<file path="src/hdl/ptpd_pkg.sv">
// Shared types, constants and the tool code table for the pen tablet packet decoder.
`timescale 1ns / 1ps
`default_nettype none

package ptpd_pkg;

  // Default depth of the ASCII reply line counter before it wraps.
  localparam int LINE_BUFFER_BYTES_DEF = 32;

  // A frame is nine bytes; the first eight are held, the ninth arrives live.
  localparam int FRAME_LEN     = 9;
  localparam int FRAME_HELD    = FRAME_LEN - 1;
  localparam int FRAME_AW      = $clog2(FRAME_HELD);

  localparam logic [7:0] BYTE_CR = 8'h0d;

  // First byte classification masks and patterns.
  localparam logic [7:0] MASK_ID       = 8'hfc;
  localparam logic [7:0] PAT_ID        = 8'hc0;
  localparam logic [7:0] MASK_EXIT     = 8'hfe;
  localparam logic [7:0] PAT_EXIT      = 8'h80;
  localparam logic [7:0] MASK_STYLUS   = 8'hb8;
  localparam logic [7:0] PAT_STYLUS    = 8'ha0;
  localparam logic [7:0] MASK_TYPE     = 8'hbe;
  localparam logic [7:0] PAT_AIRBRUSH2 = 8'hb4;
  localparam logic [7:0] PAT_CURSOR_A  = 8'ha8;
  localparam logic [7:0] PAT_CURSOR_B  = 8'hb0;
  localparam logic [7:0] PAT_CURSOR2   = 8'haa;

  // Cursor tool codes (low eleven bits of the stored tool code).
  localparam logic [10:0] CODE_MOUSE_4D = 11'h094;
  localparam logic [10:0] CODE_LENS     = 11'h096;
  localparam logic [10:0] CODE_MOUSE_2D = 11'h007;

  typedef enum logic [2:0] {
    PKT_TOOL_ID  = 3'd0,
    PKT_EXIT     = 3'd1,
    PKT_STYLUS   = 3'd2,
    PKT_CURSOR_1 = 3'd3,
    PKT_CURSOR_2 = 3'd4
  } ptpd_pkt_kind_t;

  typedef enum logic [2:0] {
    TOOL_PEN      = 3'd0,
    TOOL_ERASER   = 3'd1,
    TOOL_BRUSH    = 3'd2,
    TOOL_PENCIL   = 3'd3,
    TOOL_AIRBRUSH = 3'd4,
    TOOL_MOUSE    = 3'd5,
    TOOL_LENS     = 3'd6
  } ptpd_tool_kind_t;

  // Result payload, first field in the highest bits.
  typedef struct packed {
    logic               pad;
    logic [31:0]        serial_number;
    logic signed [1:0]  wheel_step;
    logic [6:0]         button_bits;
    logic [6:0]         tilt_y;
    logic [6:0]         tilt_x;
    logic signed [10:0] z_value;
    logic [15:0]        pos_y;
    logic [15:0]        pos_x;
    logic [2:0]         tool_kind;
    logic               in_proximity;
    logic               channel;
  } ptpd_payload_t;

  typedef struct packed {
    ptpd_pkt_kind_t kind;
    ptpd_payload_t  payload;
  } ptpd_result_t;

  function automatic ptpd_tool_kind_t kind_of_code(input logic [11:0] code);
    ptpd_tool_kind_t k;
    case (code) inside
      12'h812, 12'h012:                         k = TOOL_PENCIL;
      12'h832, 12'h032:                         k = TOOL_BRUSH;
      12'h007, 12'h094, 12'h09c:                k = TOOL_MOUSE;
      12'h096:                                  k = TOOL_LENS;
      12'h82a, 12'h85a, 12'h91a, 12'hd1a, 12'h0fa: k = TOOL_ERASER;
      12'hd12, 12'h912, 12'h112:                k = TOOL_AIRBRUSH;
      default:                                  k = TOOL_PEN;
    endcase
    return k;
  endfunction

endpackage

`default_nettype wire

</file>
<file path="src/hdl/pen_tablet_packet_decoder.sv">
// Top level of the pen tablet packet decoder: framing, decode, channel state, output skid.
`timescale 1ns / 1ps
`default_nettype none

// Channel  Direction  Contents
// in_      slave      one serial byte per transfer (in_tdata[7:0])
// out_     master     one decoded frame per transfer, packet kind on out_tuser
//
// Bytes are taken while in_tready is high. The ninth byte of a frame is decoded in the
// same cycle it is accepted. The result lands in the output register on that edge, or in
// the skid register when the output register still holds a result that is not leaving.
// The channel state is written on the same edge, so a following frame sees it at once.
// A two-entry output stage (output register plus skid register) keeps in_tready high
// while one result waits; in_tready drops only when both entries are full.
// rst_n is synchronous and active low; it clears the counter, channel state and valids.
// Frame byte registers are not reset: they are always written before they are read.
module pen_tablet_packet_decoder import ptpd_pkg::*; #(
  parameter int LINE_BUFFER_BYTES = LINE_BUFFER_BYTES_DEF
) (
  input  wire logic          clk,
  input  wire logic          rst_n,
  input  wire logic          in_tvalid,
  output logic               in_tready,
  input  wire logic [7:0]    in_tdata,   // [7:0] rx_byte
  output logic               out_tvalid,
  input  wire logic          out_tready,
  // [0] channel, [1] in_proximity, [4:2] tool_kind, [20:5] pos_x, [36:21] pos_y,
  // [47:37] z_value, [54:48] tilt_x, [61:55] tilt_y, [68:62] button_bits,
  // [70:69] wheel_step, [102:71] serial_number, [103] zero
  output logic [103:0]       out_tdata,
  output logic [2:0]         out_tuser   // [2:0] packet_kind
);

  // The byte counter must hold the line limit itself.
  localparam int IW = $clog2(LINE_BUFFER_BYTES + 1);

  // Framing state.
  logic [IW-1:0] idx_r, idx_nxt;
  logic          fbh_r, fbh_nxt;
  logic [7:0]    frame_r [FRAME_HELD];

  // Per-channel tool state.
  logic [11:0]     code_r   [2];
  ptpd_tool_kind_t tkind_r  [2];
  logic [31:0]     serial_r [2];
  logic [1:0]      prox_r;

  // Output stage.
  logic         out_valid_r, skid_valid_r;
  ptpd_result_t out_data_r, skid_data_r;

  logic          in_fire, out_fire;
  logic [IW-1:0] idx_eff, idx_inc;
  logic          fbh_eff;
  logic          decode_now;

  assign in_fire  = in_tvalid && in_tready;
  assign out_fire = out_valid_r && out_tready;
  assign in_tready = !skid_valid_r;

  // A top-bit byte restarts the count; an overlong line wraps to zero.
  always_comb begin
    if (in_tdata[7] || idx_r >= IW'(LINE_BUFFER_BYTES)) begin
      idx_eff = '0;
    end else begin
      idx_eff = idx_r;
    end
    idx_inc    = idx_eff + IW'(1);
    fbh_eff    = (idx_eff == '0) ? in_tdata[7] : fbh_r;
    decode_now = (idx_inc == IW'(FRAME_LEN)) && fbh_eff;
    if (decode_now) begin
      idx_nxt = '0;
    end else if (in_tdata == BYTE_CR && !fbh_eff) begin
      idx_nxt = '0;
    end else begin
      idx_nxt = idx_inc;
    end
    fbh_nxt = fbh_eff;
  end

  // Frame decode. Bytes 0..7 come from the frame registers, byte 8 is the live byte.
  logic [7:0]      d0, d1, d2, d3, d4, d5, d6, d7, d8;
  logic            ch;
  logic            is_id, is_exit, is_pen_any, is_pen_main, is_cur1, is_cur2, type_ok;
  logic            known;
  logic            res_valid;
  logic [11:0]     new_code;
  logic [31:0]     new_serial;
  ptpd_tool_kind_t new_tkind;
  logic            new_prox;
  logic            values;
  logic [9:0]      mag;
  logic [10:0]     code11;
  ptpd_result_t    res;

  always_comb begin
    d0 = frame_r[0];
    d1 = frame_r[1];
    d2 = frame_r[2];
    d3 = frame_r[3];
    d4 = frame_r[4];
    d5 = frame_r[5];
    d6 = frame_r[6];
    d7 = frame_r[7];
    d8 = in_tdata;
    ch = d0[0];

    is_id       = (d0 & MASK_ID) == PAT_ID;
    is_exit     = (d0 & MASK_EXIT) == PAT_EXIT;
    is_pen_main = (d0 & MASK_STYLUS) == PAT_STYLUS;
    is_pen_any  = is_pen_main || ((d0 & MASK_TYPE) == PAT_AIRBRUSH2);
    is_cur1     = ((d0 & MASK_TYPE) == PAT_CURSOR_A) || ((d0 & MASK_TYPE) == PAT_CURSOR_B);
    is_cur2     = (d0 & MASK_TYPE) == PAT_CURSOR2;
    type_ok     = is_pen_any || is_cur1 || is_cur2;
    known       = code_r[ch] != '0;

    // A tool id frame always reports; anything else needs a known tool and a known type.
    res_valid = decode_now && (is_id || (known && (is_exit || type_ok)));

    new_code   = {d1[6:0], d2[6:2]};
    new_serial = {d2[1:0], d3[6:0], d4[6:0], d5[6:0], d6[6:0], d7[6:5]};
    new_tkind  = kind_of_code(new_code);
    new_prox   = !is_id && !is_exit && d0[6];
    values     = new_prox;

    mag    = {d5[2:0], d6[6:0]};
    code11 = code_r[ch][10:0];

    res = '0;
    if (is_id) begin
      res.kind = PKT_TOOL_ID;
    end else if (is_exit) begin
      res.kind = PKT_EXIT;
    end else if (is_pen_any) begin
      res.kind = PKT_STYLUS;
    end else if (is_cur1) begin
      res.kind = PKT_CURSOR_1;
    end else begin
      res.kind = PKT_CURSOR_2;
    end
    res.payload.channel       = ch;
    res.payload.in_proximity  = new_prox;
    res.payload.tool_kind     = is_id ? new_tkind : tkind_r[ch];
    res.payload.serial_number = is_id ? new_serial : serial_r[ch];

    if (values) begin
      res.payload.pos_x = {d1[6:0], d2[6:0], d3[6:5]};
      res.payload.pos_y = {d3[4:0], d4[6:0], d5[6:3]};
      if (is_pen_any) begin
        // Only the first stylus frame carries pressure and side buttons.
        if (is_pen_main) begin
          res.payload.z_value     = {1'b0, mag};
          res.payload.button_bits = {4'b0, d0[2:1], 1'b0};
        end
        res.payload.tilt_x = {~d7[6], d7[5:0]};
        res.payload.tilt_y = {~d8[6], d8[5:0]};
      end else if (is_cur1) begin
        case (code11)
          CODE_MOUSE_4D: begin
            res.payload.z_value = d8[3] ? -{1'b0, mag} : {1'b0, mag};
          end
          CODE_LENS: begin
            res.payload.button_bits = d8[6:0];
          end
          CODE_MOUSE_2D: begin
            res.payload.button_bits = {4'b0, d8[4:2]};
            res.payload.wheel_step  = {1'b0, d8[1]} - {1'b0, d8[0]};
          end
          default: begin
            // Other cursor tools report position only.
          end
        endcase
      end
    end
  end

  // Framing registers.
  always_ff @(posedge clk) begin
    if (!rst_n) begin
      idx_r <= '0;
      fbh_r <= 1'b0;
    end else if (in_fire) begin
      idx_r <= idx_nxt;
      fbh_r <= fbh_nxt;
    end
  end

  always_ff @(posedge clk) begin
    if (in_fire && idx_eff < IW'(FRAME_HELD)) begin
      frame_r[idx_eff[FRAME_AW-1:0]] <= in_tdata;
    end
  end

  // Channel state is updated only by frames that produce a result.
  always_ff @(posedge clk) begin
    if (!rst_n) begin
      code_r   <= '{default: '0};
      tkind_r  <= '{default: TOOL_PEN};
      serial_r <= '{default: '0};
      prox_r   <= '0;
    end else if (in_fire && res_valid) begin
      prox_r[ch] <= new_prox;
      if (is_id) begin
        code_r[ch]   <= new_code;
        tkind_r[ch]  <= new_tkind;
        serial_r[ch] <= new_serial;
      end
    end
  end

  // Output register with one skid entry behind it.
  always_ff @(posedge clk) begin
    if (!rst_n) begin
      out_valid_r  <= 1'b0;
      skid_valid_r <= 1'b0;
    end else if (skid_valid_r) begin
      if (out_fire) begin
        out_valid_r  <= 1'b1;
        skid_valid_r <= 1'b0;
      end
    end else if (in_fire && res_valid) begin
      if (!out_valid_r || out_fire) begin
        out_valid_r <= 1'b1;
      end else begin
        skid_valid_r <= 1'b1;
      end
    end else if (out_fire) begin
      out_valid_r <= 1'b0;
    end
  end

  always_ff @(posedge clk) begin
    if (skid_valid_r) begin
      if (out_fire) begin
        out_data_r <= skid_data_r;
      end
    end else if (in_fire && res_valid) begin
      if (!out_valid_r || out_fire) begin
        out_data_r <= res;
      end else begin
        skid_data_r <= res;
      end
    end
  end

  assign out_tvalid = out_valid_r;
  assign out_tdata  = out_data_r.payload;
  assign out_tuser  = out_data_r.kind;

  // The skid entry is only ever filled behind a waiting result.
  a_skid_behind_out: assert property (@(posedge clk) disable iff (!rst_n)
    skid_valid_r |-> out_valid_r)
    else $error("skid entry valid without a result in the output register");

  // The line counter never passes its limit.
  a_idx_bound: assert property (@(posedge clk) disable iff (!rst_n)
    idx_r <= IW'(LINE_BUFFER_BYTES))
    else $error("byte counter beyond the line limit");

  // After a decoded frame is accepted, the output register holds a valid result on the next cycle.
  a_result_lands: assert property (@(posedge clk) disable iff (!rst_n)
    (in_fire && res_valid) |=> out_valid_r)
    else $error("decoded frame lost");

  // Tool id and exit results always report the channel out of proximity.
  a_id_out_of_prox: assert property (@(posedge clk) disable iff (!rst_n)
    (out_valid_r && (out_data_r.kind == PKT_TOOL_ID || out_data_r.kind == PKT_EXIT))
      |-> !out_data_r.payload.in_proximity)
    else $error("tool id or exit result reports proximity");

  // Out of proximity results carry no position.
  a_zero_when_away: assert property (@(posedge clk) disable iff (!rst_n)
    (out_valid_r && !out_data_r.payload.in_proximity)
      |-> (out_data_r.payload.pos_x == '0 && out_data_r.payload.pos_y == '0))
    else $error("position reported while out of proximity");

endmodule

`default_nettype wire

</file>
<file path="config.mk">
export PLATFORM = sky130hd
export DESIGN_NAME = pen_tablet_packet_decoder
export DESIGN_NICKNAME = d
export VERILOG_FILES = /design/src/hdl/ptpd_pkg.sv /design/src/hdl/pen_tablet_packet_decoder.sv
export SDC_FILE = /design/constraint.sdc
export NUM_CORES = 1
export LEC_CHECK = 0
export CAP_MARGIN = 20
export CELL_PAD_IN_SITES_DETAIL_PLACEMENT = 0
export CELL_PAD_IN_SITES_GLOBAL_PLACEMENT = 1
export CORE_ASPECT_RATIO = 2
export CORE_MARGIN = 8
export CORE_UTILIZATION = 45
export CTS_BUF_LIST = sky130_fd_sc_hd__clkbuf_4 sky130_fd_sc_hd__clkbuf_8
export DETAILED_ROUTE_END_ITERATION = 12
export DONT_BUFFER_PORTS = 1
export HOLD_SLACK_MARGIN = 0.06
export PLACE_DENSITY_LB_ADDON = 0.1
export SLEW_MARGIN = 25
export SYNTH_ARGS = -nofsm -noshare
export SYNTH_HDL_FRONTEND = slang
export SYNTH_SLANG_ARGS = --single-unit
</file>
<file path="constraint.sdc">
create_clock -name clk -period 10.12 [get_ports clk]
set_input_delay 1.012 -clock clk [delete_from_list [all_inputs] [get_ports clk]]
set_output_delay 1.012 -clock clk [all_outputs]
set_load 0.01 [all_outputs]
</file>
Word level (Yosys, flattened, before mapping)
Memory sizes are Yosys's and may differ from the RTL's.
Index checks and enable logic that the tools add are counted.
W data, S select, Z words.
Operators by class
  add/subtract/negate cells: 3
  multipliers: 0
  div/mod/pow operators: 0
  $lt $le $gt $ge: 4
  eq/ne operators: 30
  shifts and indexed selects: 0
  multiplexer cells: 62
  bitwise gates (word level): 5
  reduce and logical (&&, ||, !) cells: 38
Operators with widths (count)
  $mux W107: 4
  $mux W32: 5
  $eq A12 B12 Y1 const B: 8
  $mux W66: 1
  $bwmux W64: 1
  $eq A12 B8 Y1 const B: 4
  $mux W12: 4
  $mux W3: 16
  $mux W11: 4
  $demux W32 S1: 1
  $eq A6 B6 Y1 const B: 5
  $bwmux W24: 1
  $eq A11 B8 Y1 const B: 2
  $mux W6: 3
  $mux W14: 1
  $pmux W7 S2: 1
  $demux W12 S1: 1
  $eq A12 B3 Y1 const B: 1
  $eq A12 B5 Y1 const B: 1
  $eq A12 B6 Y1 const B: 1
  $eq A12 B9 Y1 const B: 1
  $mux W1: 12
  $reduce_bool A12 Y1: 1
  $eq A11 B3 Y1 const B: 1
  31 further kinds: 62
Storage, ports and cells
  register bits: 316
  latch bits: 0
  memory bits (writable): 64
  bits in read-only memories: 0
  input bits: 12
  output and inout bits: 109
  word-level logic and storage cells: 178
  memories kept: 1
Memory list
  frame_r: words 8, width 8, rd ports 8, clocked after memory_dff 0, wr ports 1, RTL line pen_tablet_packet_decoder.sv:40  | logic [7:0] frame_r [FRAME_HELD];

Depth between registers and ports, before layout
Gate-level depths: netlist of run 1.
An unclocked memory read counts as a cell.
  depth in word-level cells: 13
  gate-level depth with buffers: 12

Least setup slack after synthesis of run 1
Ideal clock, no wire load.
  path kind: input port to flip-flop
  start: input port in_tdata[7]
  end: register skid_data_r[0] (netlist bit) (enable)
  setup time: 725 ps
  data arrival time: 10106 ps
  setup slack: -711 ps
  stages on the path: 9
  buffers on the path: 0
  path through: nor2_1 > nand2_1 > ha_1 > mux2i_1 > o21ai_0 > nand3_1 > nor2_1 > nand3_1 > nor3b_1
On the way
  longest elaborated chain between the ends: 8
  elaborated cells on any way between the ends: 10
  classes of those cells: add/sub (1); eq/ne (1); mux (2); reduce/logical (6)
Ends and longest elaborated chain
  start, declared: RTL line pen_tablet_packet_decoder.sv:24  | input wire logic [7:0] in_tdata,
  $logic_or A1 B1 Y1: RTL line pen_tablet_packet_decoder.sv:63  | if (in_tdata[7] || idx_r >= IW'(LINE_BUFFER_BYTES)) begin
  $mux W6: RTL line pen_tablet_packet_decoder.sv:63
  $add A6 B1 Y6 or $logic_not A6 Y1 (tied branches): RTL line pen_tablet_packet_decoder.sv:68, pen_tablet_packet_decoder.sv:69
  $eq A6 B4 Y1 or $mux W1 (tied branches): RTL line pen_tablet_packet_decoder.sv:70, pen_tablet_packet_decoder.sv:69
  $logic_and A1 B1 Y1 (*): RTL line pen_tablet_packet_decoder.sv:70  | decode_now = (idx_inc == IW'(FRAME_LEN)) && fbh_eff;
  $logic_and A1 B1 Y1 (*): RTL line pen_tablet_packet_decoder.sv:118  | res_valid = decode_now && (is_id || (known && (is_exit || type_ok)));
  $logic_and A1 B1 Y1 (*): RTL line pen_tablet_packet_decoder.sv:237  | end else if (in_fire && res_valid) begin
  $reduce_and A3 Y1 (no line) (*)
  end signal, assigned: RTL line pen_tablet_packet_decoder.sv:241  | skid_data_r <= res;
  end, declared: RTL line pen_tablet_packet_decoder.sv:50  | ptpd_result_t out_data_r, skid_data_r;
Mark *: on every way between the ends. The rest lies on a longest branch, timed or not.
A chain may end at the register's enable or synchronous reset.

Worst setup path in the final report of run 1
  start: input port in_tdata[7]
  end: register out_data_r, in the netlist out_tdata[17] (enable)
On the way
  longest elaborated chain between the ends: 9
  elaborated cells on any way between the ends: 11
  classes of those cells: add/sub (1); eq/ne (1); mux (2); reduce/logical (7)
Ends and longest elaborated chain
  $logic_or A1 B1 Y1: RTL line pen_tablet_packet_decoder.sv:63
  $mux W6: RTL line pen_tablet_packet_decoder.sv:63
  $add A6 B1 Y6 or $logic_not A6 Y1 (tied branches): RTL line pen_tablet_packet_decoder.sv:68, pen_tablet_packet_decoder.sv:69
  $eq A6 B4 Y1 or $mux W1 (tied branches): RTL line pen_tablet_packet_decoder.sv:70, pen_tablet_packet_decoder.sv:69
  $logic_and A1 B1 Y1 (*): RTL line pen_tablet_packet_decoder.sv:70
  $logic_and A1 B1 Y1 (*): RTL line pen_tablet_packet_decoder.sv:118
  $logic_and A1 B1 Y1 (*): RTL line pen_tablet_packet_decoder.sv:237
  $reduce_bool A2 Y1 (no line) (*)
  $reduce_and A3 Y1 (no line) (*)
  end signal, assigned: RTL line pen_tablet_packet_decoder.sv:235  | out_data_r <= skid_data_r;
  end signal, assigned: RTL line pen_tablet_packet_decoder.sv:239  | out_data_r <= res;
  end, declared: RTL line pen_tablet_packet_decoder.sv:50
Marked as above.

==> results of run 1 <==
-- worst reg2reg max path, stage by stage, from the launching register on --
cell and delay (ns):
dfxtp_1 0.33, nor2_1 0.37, nand2_1 0.28, ha_1 0.28, mux2i_1 0.12, o21ai_0 0.14
nand3_1 0.21, nor2_1 0.23, nand3_1 0.22, a22oi_2 0.23, buf_4 0.44, buf_4 0.79
-- cells in the final DEF (no fill, tap or decap), drive strengths merged, types with 14 or more instances in the layout --
| cell | Yosys | routed |
|---|---|---|
| mux2 | 88 | 88 |
| nor2 | 58 | 58 |
| nand2 | 48 | 48 |
| dfxtp | 103 | 103 |
| buf | 19 | 18 |
| and3 | 19 | 19 |
| inv | 15 | 15 |
| and2 | 34 | 34 |
| edfxtp | 269 | 269 |
| nor3 | 14 | 14 |
| a21oi | 53 | 53 |
| mux2i | 133 | 133 |
| o21ai | 16 | 16 |
| clkbuf | 56 | 78 |
| nor2b | 105 | 105 |
-- metal layers --
| layer | share of wire [%] | track usage, % | routed length, um |
|---|---|---|---|
| met3 | 4.0 | 3.30 | 1520 |
| met2 | 53 | 32.3 | 19800 |
| met4 | 3.1 | 7.31 | 1150 |
| met1 | 40 | 20.2 | 15100 |
| met5 | 0 | 0 | 0 |
-- state kept, by name (all words and copies together) (netlist names) --
register / cells
skid_data_r: 106
out_tdata: 103
serial_r: 64
frame_r: 57
code_r: 24
idx_r: 6
tkind_r: 6
out_tuser: 3
fbh_r: 1
out_tvalid: 1
skid_valid_r: 1
-- power breakdown --
| part | leakage [nW] | internal (mW) | switching, mW |
|---|---|---|---|
| sequential | 3.26 | 1.63 | 0.00672 |
| combinational | 2.47 | 0.0299 | 0.0390 |
| clock | 0.618 | 0.719 | 0.565 |
| total | 6.35 | 2.37 | 0.611 |
-- logic make-up (layout without fill, tap and decap cells) --
family                     Yosys count  count (layout)
adders and majority gates            6               6
DFF                                372             372
AOI/OAI and AO/OA                  131             131
muxes                              221             221
buffers and inverters               90             128
xor gates and xnor gates             3               3
other                                1               2
and+or+nand+nor                    347             347
-- final cells by class --
cell class / count / area (um2) / area share (%)
Antenna cell: 1 / 2.50 / 0.0144
Clock buffer: 78 / 973 / 5.60
Clock inverter: 17 / 188 / 1.08
Inverter: 15 / 58.8 / 0.338
Multi-Input combinational cell: 709 / 5310 / 30.5
Sequential cell: 372 / 10100 / 58.3
Tap cell: 445 / 557 / 3.20
Timing Repair Buffer: 18 / 155 / 0.893
-- metrics by stage --
step           hold slack (ns)  utilization (%)
6_report                 0.513             49.9
5_1_grt                  0.474             49.9
4_1_cts                  0.464             49.8
3_5_place_dp             0.504             46.5
3_3_place_gp             0.490             46.4
2_1_floorplan            0.474                -
-- Yosys cell counts, types with 7 or more instances --
master | instances | area [um2]
a21oi_1 | 53 | 265
buf_2 | 11 | 55.1
o21ai_0 | 15 | 75.1
nand3_1 | 10 | 50.1
and3_1 | 18 | 113
mux2i_1 | 133 | 1330
nor4_1 | 11 | 68.8
o31ai_1 | 13 | 97.6
edfxtp_1 | 269 | 8080
nand4_1 | 7 | 43.8
clkbuf_1 | 50 | 188
nor2b_1 | 104 | 651
and2_1 | 33 | 206
nand2_1 | 48 | 180
a21o_1 | 9 | 67.6
mux2_2 | 88 | 991
nor3_1 | 13 | 65.1
inv_1 | 15 | 56.3
nor2_1 | 58 | 218
dfxtp_1 | 103 | 2060
-- worst max path at each step --
stage                            from                        end  slack [ns]  cells past startpoint
after floorplan           in_tdata[7]     out_tdata[0]$_DFFE_PP_        1.92                      9
after global placement    in_tdata[7]  skid_data_r[35]$_DFFE_PP_        5.28                     10
after detailed placement  in_tdata[7]  skid_data_r[18]$_DFFE_PP_        5.15                     10
after CTS                 in_tdata[7]  skid_data_r[97]$_DFFE_PP_        5.77                     10
after global routing      in_tdata[7]    out_tdata[14]$_DFFE_PP_        5.56                     11
final                     in_tdata[7]    out_tdata[17]$_DFFE_PP_        5.93                     11
==> metrics.txt, run 1 <==
synthesis-stage register bit count=approximately 370; largest net degree at the start of global routing=between 100 and 150; status=finished clean; Design Power=2.99 mW; Clock Tree Buf Depth=3; CTS sink cnt=around 370; die height=between 200 and 300 um; fin cells=~1,700; Worst Setup Start Kind=primary input; total wire length=about 38 mm; Tot GR Track Use=17.9%; first-pass iteration count of the detailed router=4; Worst Path Buf+Inv=2; Hold Path Sink=frame_r[0][2]$_DFFE_PP_; PD cells=between 150 and 200 mW/mm2; post-synthesis compound-gate area fraction=around 5.3%; Post-CTS Resized=0; clk slew on worst S/H paths=about 0.08 ns; detailed-route wire length per cell=between 20 and 25 um; initial antenna violation count=1; first-pass GRT wire length=56.8 mm; Hold Crit Class=primary input to flip-flop; Leak Pwr=6.35 nW; I/O Pins=121; die footprint=~0.042 mm2; core footprint=between 0.03 and 0.04 mm2; # port buffers=0; Setup crit end kind=flip-flop; gr ovfl total=0; Syn Area/Cell=around 14 um2; post-synthesis mux area share=between 10% and 20%; Required @ worst endpoint=between 10 and 15 ns; Synth cell types=70; xor and xnor area share after synthesis=less than 1%; total number of vias=8,990; fmax=between 0.2 and 0.25 GHz; post-route setup slack=between 5 and 6 ns; Synth warnings=0; number of synthesized flops with an enable pin=about 270; reg-to-reg endpoint=out_tdata[17]$_DFFE_PP_; Post-DP Area=around 0.016 mm2; # DRC=0; post-CTS setup buffer count=0; fraction of layout cells with a size suffix above 1=18.9%; Routed Antenna Nets=0; Routability Congestion=0.823; Initial DRC Count=420; Hold Crit Start=in_tdata[2]; Fin Setup TNS=0 ns; Setup WS pre-CTS=5.15 ns; WP data arrival=around 4.4 ns; depth of the most critical reg-to-reg path=11; max incr delay on CP=roughly 0.78 ns; H-tree levels=2; max-cap viol count=0; count of pins over their slew limit=0; # setup viols final=0; Period minus WS final=approximately 4.2 ns; Hold Buf Count CTS=0; Top FF cell, synth=edfxtp_1; actual slew at the worst max-slew pin=between 0.9 and 1 ns; Vias/cell=5.43; largest family of logic cells by synthesized area=multiplexers; Syn Inst Count=1,171; period utilization=41.4%; worst-path cell chain=nor2_1 -> nand2_1 -> ha_1 -> mux2i_1 -> o21ai_0 -> nand3_1 -> nor2_1 -> nand3_1 -> a22oi_2 -> buf_4 -> buf_4; final instance area=about 0.017 mm2; Worst path slowest cell=buf_4; WHS Path Cells=0; synthesized area=0.0158 mm2; ys async rst share=0%; Crit Path Max Fanout=74; row count=slightly below 100; Die W=149 um; relative slew slack=between 30% and 40%; Inst Count DP=around 1,600; Worst Skew=~0.022 ns; Setup CP Type=primary input to flip-flop; Initial Util=between 40% and 50%; r2r setup slk=5.99 ns; Clock Latency Late Sink=between 0.5 and 0.6 ns; nets=~1,200; RSZ-0062 raised after global routing=false; syn nets=about 1,200; reg-to-reg startpoint=idx_r[5]$_SDFFE_PN0P_; Top Family by Delay on Critical Path=simple AND/OR/NAND/NOR gates; Num CTS Buffers=between 50 and 60; fraction of the mapped netlist area in simple logic gates=between 10% and 20%; dpl hpwl=about 24 mm; Fill cells=between 3,000 and 4,000; area grow syn2layout=9.89%; Adder-Cell Fraction of Synth Area=less than 1%; post-synthesis sequential area ratio=between 60% and 70%; Worst VDD drop=between 0.1 and 0.15 mV; CTS tree=done; CTS root buffer=clkbuf_8; final hold vios=0; vias in the first global route=just over 9,000
Note: power is estimated with default switching activity, not from simulation.
==> run 2, diff against run 1 <==
ABC_AREA = 1   (was default)
clock period = 3.9 ns   (was 10.12 ns; I/O delays follow)
==> metrics.txt, run 2 <==
Top FF cell, synth=edfxtp_1 (unchanged); synth cell count leaders=nand2_1, edfxtp_1, nor2_1, a21oi_1, dfxtp_1 (was edfxtp_1, mux2i_1, nor2b_1, dfxtp_1, mux2_2); Fin Setup TNS=0 ns (unchanged); Tot GR Track Use=20.0% (was 17.9%); post-synthesis sequential area ratio=65.3% (was 64.1%); max-cap viol count=0 (unchanged); Initial DRC Count=674 (was 420); Worst path slowest cell=edfxtp_1 (was buf_4); CTS sink cnt=372 (unchanged); Fill cells=3,300 (was 3,025); synthesized area=0.0155 mm2 (was 0.0158 mm2); CTS tree=done (unchanged); Synth warnings=0 (unchanged); I/O Pins=121 (unchanged); Clock Latency Late Sink=0.61 ns (was 0.59 ns); post-CTS setup buffer count=0 (unchanged); vias in the first global route=10,800 (was 9,273); largest net degree at the start of global routing=66 (was 104); H-tree levels=2 (unchanged); synthesis-stage register bit count=372 (unchanged); PD cells=436 mW/mm2 (was 172 mW/mm2); nets=1,652 (was 1,185); most frequent cells in the layout=nand2_1, edfxtp_1, nor2_1, a21oi_1, dfxtp_1 (was edfxtp_1, mux2i_1, nor2b_1, dfxtp_1, mux2_2); Die W=147 um (was 149 um); top routing layer in use=met4 (unchanged); met2 WL=22.7 mm (was 19.8 mm); first-pass iteration count of the detailed router=5 (was 4); period utilization=75.2%; gr ovfl total=0 (unchanged); Crit Path Max Fanout=41 (was 74); area grow syn2layout=9.95% (was 9.89%); met1 WL=16.0 mm (was 15.1 mm); WP data arrival=3.15 ns (was 4.38 ns); clk slew on worst S/H paths=0.07 ns (was 0.08 ns); # setup viols final=0 (unchanged); Period minus WS final=a little under 3 ns; combinational group share of total power=2.7% (was 2.3%); Inst Count DP=2,011 (was 1,558); die footprint=0.0411 mm2 (was 0.0418 mm2); initial antenna violation count=1 (unchanged); Layout Utilization=50.0% (was 49.9%); Initial Util=45.5% (was 45.4%); total number of vias=11,000 (was 8,990); Worst Setup Start Kind=flip-flop (was primary input); Vias/cell=5.18 (was 5.43); number of synthesized flops with an enable pin=269 (unchanged); Internal=5.79 mW (was 2.37 mW); Design Power=7.44 mW (was 2.99 mW); Setup CP Type=flip-flop to flip-flop (was primary input to flip-flop); ys async rst share=0% (unchanged); fraction of layout cells with a size suffix above 1=7.70% (was 18.9%); RSZ-0062 raised after global routing=false (unchanged); worst-path cell chain=buf_4 -> nand2_1 -> nand2_1 -> nor3_1 -> nand3_1 -> nand2_1 -> nor2_1 -> nand2_1 -> a21oi_4 -> buf_4 (was nor2_1 -> nand2_1 -> ha_1 -> mux2i_1 -> o21ai_0 -> nand3_1 -> nor2_1 -> nand3_1 -> a22oi_2 -> buf_4 -> buf_4); Routed Antenna Nets=0 (unchanged); actual slew at the worst max-slew pin=0.984 ns (was 0.967 ns); cell mode on critical path=nand2_1; # DRC=0 (unchanged); # port buffers=0 (unchanged); status=finished clean (unchanged); share of the synthesized area in the top cell type=52.0% (was 51.1%); DR WL met3=1.90 mm (was 1.52 mm); Routability Congestion=0.835 (was 0.823); Setup crit end kind=flip-flop (unchanged); Worst Skew=0.0304 ns (was 0.0224 ns); Num CTS Buffers=51 (unchanged); number of flip-flops in the largest register=106 (unchanged); ranking of synthesized cells by area=edfxtp_1, nand2_1, dfxtp_1 (was edfxtp_1, dfxtp_1, mux2i_1); Post-DP Area=0.0159 mm2 (was 0.0162 mm2); clock network power share=40.5% (was 43.0%); hold slack=0.125 ns (was 0.513 ns); detailed-route wire length per cell=19.7 um (was 22.7 um); Hold Crit Class=primary input to flip-flop (unchanged); Syn Area/Cell=9.51 um2 (was 13.5 um2); first-pass GRT wire length=63.5 mm (was 56.8 mm); Setup WS pre-CTS=0.948 ns (was 5.15 ns); switching share of power=22.2% (was 20.5%); post-route setup slack=0.968 ns (was 5.93 ns); syn nets=1,650 (was 1,189); dominant cell by count in the synthesized netlist=nand2_1 (was edfxtp_1); sw power=1.65 mW (was 611 uW); Syn Inst Count=1,632 (was 1,171); max incr delay on CP=0.61 ns (was 0.78 ns); Clock Tree Buf Depth=3 (unchanged); Seq pwr share=56.8% (was 54.7%); count of pins over their slew limit=0 (unchanged); relative slew slack=34.1% (was 35.5%); Most flops, register=skid_data_r (unchanged); final hold vios=0 (unchanged); core footprint=0.0341 mm2 (was 0.0348 mm2); Worst Path Buf+Inv=2 (unchanged); Required @ worst endpoint=4.12 ns (was 10.32 ns); Top Family by Delay on Critical Path=buffers and inverters (was simple AND/OR/NAND/NOR gates); commonest non-fill, non-tap cell in the layout=nand2_1 (was edfxtp_1); Leak Pwr=6.31 nW (was 6.35 nW); CTS root buffer=clkbuf_8 (unchanged); dpl hpwl=26.3 mm (was 23.9 mm); fmax=~0.34 GHz; area leader, netlist=edfxtp_1 (unchanged); fin cells=2,118 (was 1,655); total wire length=41.7 mm (was 37.6 mm); die height=279 um (was 281 um); row count=96 (was 97); Synth cell types=40 (was 70); Worst VDD drop=0.272 mV (was 0.101 mV); final instance area=0.0171 mm2 (was 0.0174 mm2)
[run 2: cell count changes after synthesis, sizes merged, moves of 44 or more]
cell | before | now
nand3 | 10 | 54
mux2i | 133 | 1
a21oi | 53 | 118
mux2 | 88 | 1
nand2 | 48 | 659
nor2b | 105 | 0
nor2 | 58 | 140
inv | 15 | 90
[run 2: final timing paths]
path / to / depth (start not counted) / slack, ns / start
max: out_tdata[49]$_DFFE_PP_ / 10 / 0.97 / frame_r[0][0]$_DFFE_PP_
min: skid_data_r[69]$_DFFE_PP_ / 2 / 0.12 / in_tdata[0]
max reg2reg: out_tdata[49]$_DFFE_PP_ / 10 / 0.97 / frame_r[0][0]$_DFFE_PP_
min reg2reg: serial_r[1]$_SDFFE_PN0P_ / 2 / 0.46 / serial_r[1]$_SDFFE_PN0P_
[run 2: logic make-up after synthesis]
kind of cell,synth area share (%)
AO/OA/AOI/OAI,6.02
XOR/XNOR,0.282
adder cells (fa/ha/maj),0.484
buffers and inverters,4.88
flip-flops,65.3
multiplexers,0.137
other,0.0242
AND/OR/NAND/NOR,22.8
[run 2: power by group through the flow]
| stage | clock network (mW) | registers, mW | logic, mW |
|---|---|---|---|
| after floorplan | 0 | 4.31 | 0.122 |
| after global placement | 0 | 4.32 | 0.172 |
| after detailed placement | 0 | 4.32 | 0.171 |
| after CTS | 3.10 | 4.23 | 0.205 |
| after global routing | 3.22 | 4.23 | 0.224 |
| final | 3.01 | 4.23 | 0.202 |
[run 2: layout make-up]
class	count	area, um2	share of cell area, %
clock inverter	23	139	0.814
sequential	372	10100	59.4
inverter	93	357	2.09
antenna	1	2.50	0.0147
timing repair buffer	33	338	1.98
tap	441	552	3.23
multi-input combinational	1083	4660	27.3
clock buffer	72	878	5.15
[run 2: metal layers]
metal | track usage (%) | vias up
li1 | - | 5389
met1 | 21.9 | 5263
met2 | 38.1 | 260
met3 | 3.21 | 69
met4 | 6.78 | 0
met5 | 0 | -
[run 2: timing repair]
action                                 CTS  global route
hold buffers                            11             0
resized for setup                        0             0
endpoints found under the hold margin   72             0
==> run 3, diff against run 2 <==
clock period = 2.5 ns   (was 3.9 ns; I/O delays follow)
==> metrics.txt, run 3 (synthesized netlist as in run 2, its figures left out) <==
nets=1,685 (was 1,652); total number of vias=11,200 (was 11,000); die height=279 um (unchanged); Vias/cell=5.22 (was 5.18); WP data arrival=2.63 ns (was 3.15 ns); die footprint=0.0411 mm2 (unchanged); Clock Tree Buf Depth=3 (unchanged); Seq pwr share=54.9% (was 56.8%); Setup WS pre-CTS=0.0955 ns (was 0.948 ns); I/O Pins=121 (unchanged); first-pass GRT wire length=64.7 mm (was 63.5 mm); Setup CP Type=flip-flop to flip-flop (unchanged); Num CTS Buffers=51 (unchanged); Period minus WS final=2.36 ns (was 2.93 ns); combinational group share of total power=2.9% (was 2.7%); max-cap viol count=0 (unchanged); # port buffers=0 (unchanged); CTS sink cnt=372 (unchanged); Inst Count DP=2,040 (was 2,011); core footprint=0.0341 mm2 (unchanged); fmax=0.424 GHz (was 0.341 GHz); # setup viols final=0 (unchanged); PD cells=683 mW/mm2 (was 436 mW/mm2); Crit Path Max Fanout=30 (was 41); Most flops, register=skid_data_r (unchanged); post-route setup slack=0.143 ns (was 0.968 ns); Initial DRC Count=696 (was 674); clk slew on worst S/H paths=0.08 ns (was 0.07 ns); initial antenna violation count=4 (was 1); count of pins over their slew limit=0 (unchanged); H-tree levels=2 (unchanged); total wire length=42.8 mm (was 41.7 mm); period utilization=94.3% (was 75.2%); Die W=147 um (unchanged); vias in the first global route=11,100 (was 10,800); Required @ worst endpoint=2.78 ns (was 4.12 ns); row count=96 (unchanged); gr ovfl total=0 (unchanged); Tot GR Track Use=20.4% (was 20.0%); sw power=2.60 mW (was 1.65 mW); Setup crit end kind=flip-flop (unchanged); Leak Pwr=6.57 nW (was 6.31 nW); clock network power share=42.1% (was 40.5%); actual slew at the worst max-slew pin=0.930 ns (was 0.984 ns); fraction of layout cells with a size suffix above 1=10.1% (was 7.70%); switching share of power=21.7% (was 22.2%); Routability Congestion=0.860 (was 0.835); most frequent cells in the layout=nand2_1, edfxtp_1, nor2_1, a21oi_1, dfxtp_1 (unchanged); final hold vios=0 (unchanged); fin cells=2,153 (was 2,118); Worst VDD drop=0.369 mV (was 0.272 mV); CTS tree=done (unchanged); RSZ-0062 raised after global routing=false (unchanged); dpl hpwl=26.8 mm (was 26.3 mm); CTS root buffer=clkbuf_8 (unchanged); Worst Skew=0.0225 ns (was 0.0304 ns); largest net degree at the start of global routing=75 (was 66); number of flip-flops in the largest register=106 (unchanged); status=finished clean (unchanged); detailed-route wire length per cell=19.9 um (was 19.7 um); area grow syn2layout=13.3% (was 9.95%); relative slew slack=37.8% (was 34.1%); commonest non-fill, non-tap cell in the layout=nand2_1 (unchanged); first-pass iteration count of the detailed router=7 (was 5); Internal=9.40 mW (was 5.79 mW); Worst Setup Start Kind=flip-flop (unchanged); # DRC=0 (unchanged); Routed Antenna Nets=0 (unchanged); Clock Latency Late Sink=0.60 ns (was 0.61 ns); Hold Crit Class=primary input to flip-flop (unchanged); Initial Util=45.5% (unchanged)
==> run 3: changes by cell type in the layout (fill, tap and decap cells not counted), sizes merged <==
| cell | change |
|---|---|
| buf | +31 |
| bufinv | +1 |
| diode | +1 |
| clkbuf | +12 |
| clkinv | -10 |
==> run 3: per-layer routing <==
metal  track usage [%]  share of wire, %
met5                 0                 0
met4              7.62               3.6
met3              3.24               3.7
met2              38.7                54
met1              22.0                39
==> run 3: area by class of cell <==
class | instances | area [um2]
multi-input combinational | 1083 | 4680
sequential | 372 | 10100
timing repair buffer | 66 | 728
antenna | 2 | 5.00
tap | 441 | 552
fill | 3297 | 16500
inverter | 93 | 360
clock inverter | 14 | 121
clock buffer | 82 | 991
==> run 3: power groups by stage <==
stage | clock, mW | sequential [mW] | combinational (mW)
floorplan | 0 | 6.72 | 0.193
CTS | 5.19 | 6.59 | 0.356
finish | 5.06 | 6.59 | 0.353
global placement | 0 | 6.72 | 0.299
detailed placement | 0 | 6.72 | 0.300
global route | 5.41 | 6.59 | 0.387
==> run 3: worst paths after layout <==
path                           startpoint                        end  slack [ns]  cells past startpoint
hold / removal                in_tdata[0]  skid_data_r[70]$_DFFE_PP_         0.1                      3
hold reg to reg   code_r[17]$_SDFFE_PN0P_    code_r[17]$_SDFFE_PN0P_        0.46                      2
setup reg to reg    idx_r[5]$_SDFFE_PN0P_    out_tdata[87]$_DFFE_PP_        0.14                     14
setup / recovery    idx_r[5]$_SDFFE_PN0P_    out_tdata[87]$_DFFE_PP_        0.14                     14
==> run 3: worst max-delay path, cell delays in order, from the launching register on <==
cell and delay [ns]:
dfxtp_2 0.34, nor2_4 0.13, inv_4 0.04, nor2_4 0.15, ha_4 0.15, inv_1 0.04, nand3_1 0.08, nand3_1 0.09
nor2_1 0.09, nand2_1 0.09, nor2_4 0.16, nand2_2 0.09, a21oi_4 0.19, buf_12 0.17, buf_16 0.22
==> run 3: timing repair <==
item | 4_1_cts | 5_1_grt
endpoints found under the setup margin | 0 | 180
hold buffers | 11 | 0
hold endpoints to repair | 95 | 0
setup buffers | 0 | 2
gates resized for setup | 0 | 5
==> run 3: metrics by stage <==
stage | utilization [%] | hold slack (ns) | power (mW) | TNS [ns] | cell area, um2
after floorplan | - | 0.349 | 6.92 | -216.81 | 15600
after global placement | 47.7 | 0.349 | 7.02 | 0 | 16300
after detailed placement | 47.7 | 0.349 | 7.02 | 0 | 16300
after CTS | 51.3 | 0.0607 | 12.1 | 0 | 17500
after global routing | 51.5 | 0.0846 | 12.4 | 0 | 17600
final | 51.5 | 0.0961 | 12.0 | 0 | 17600
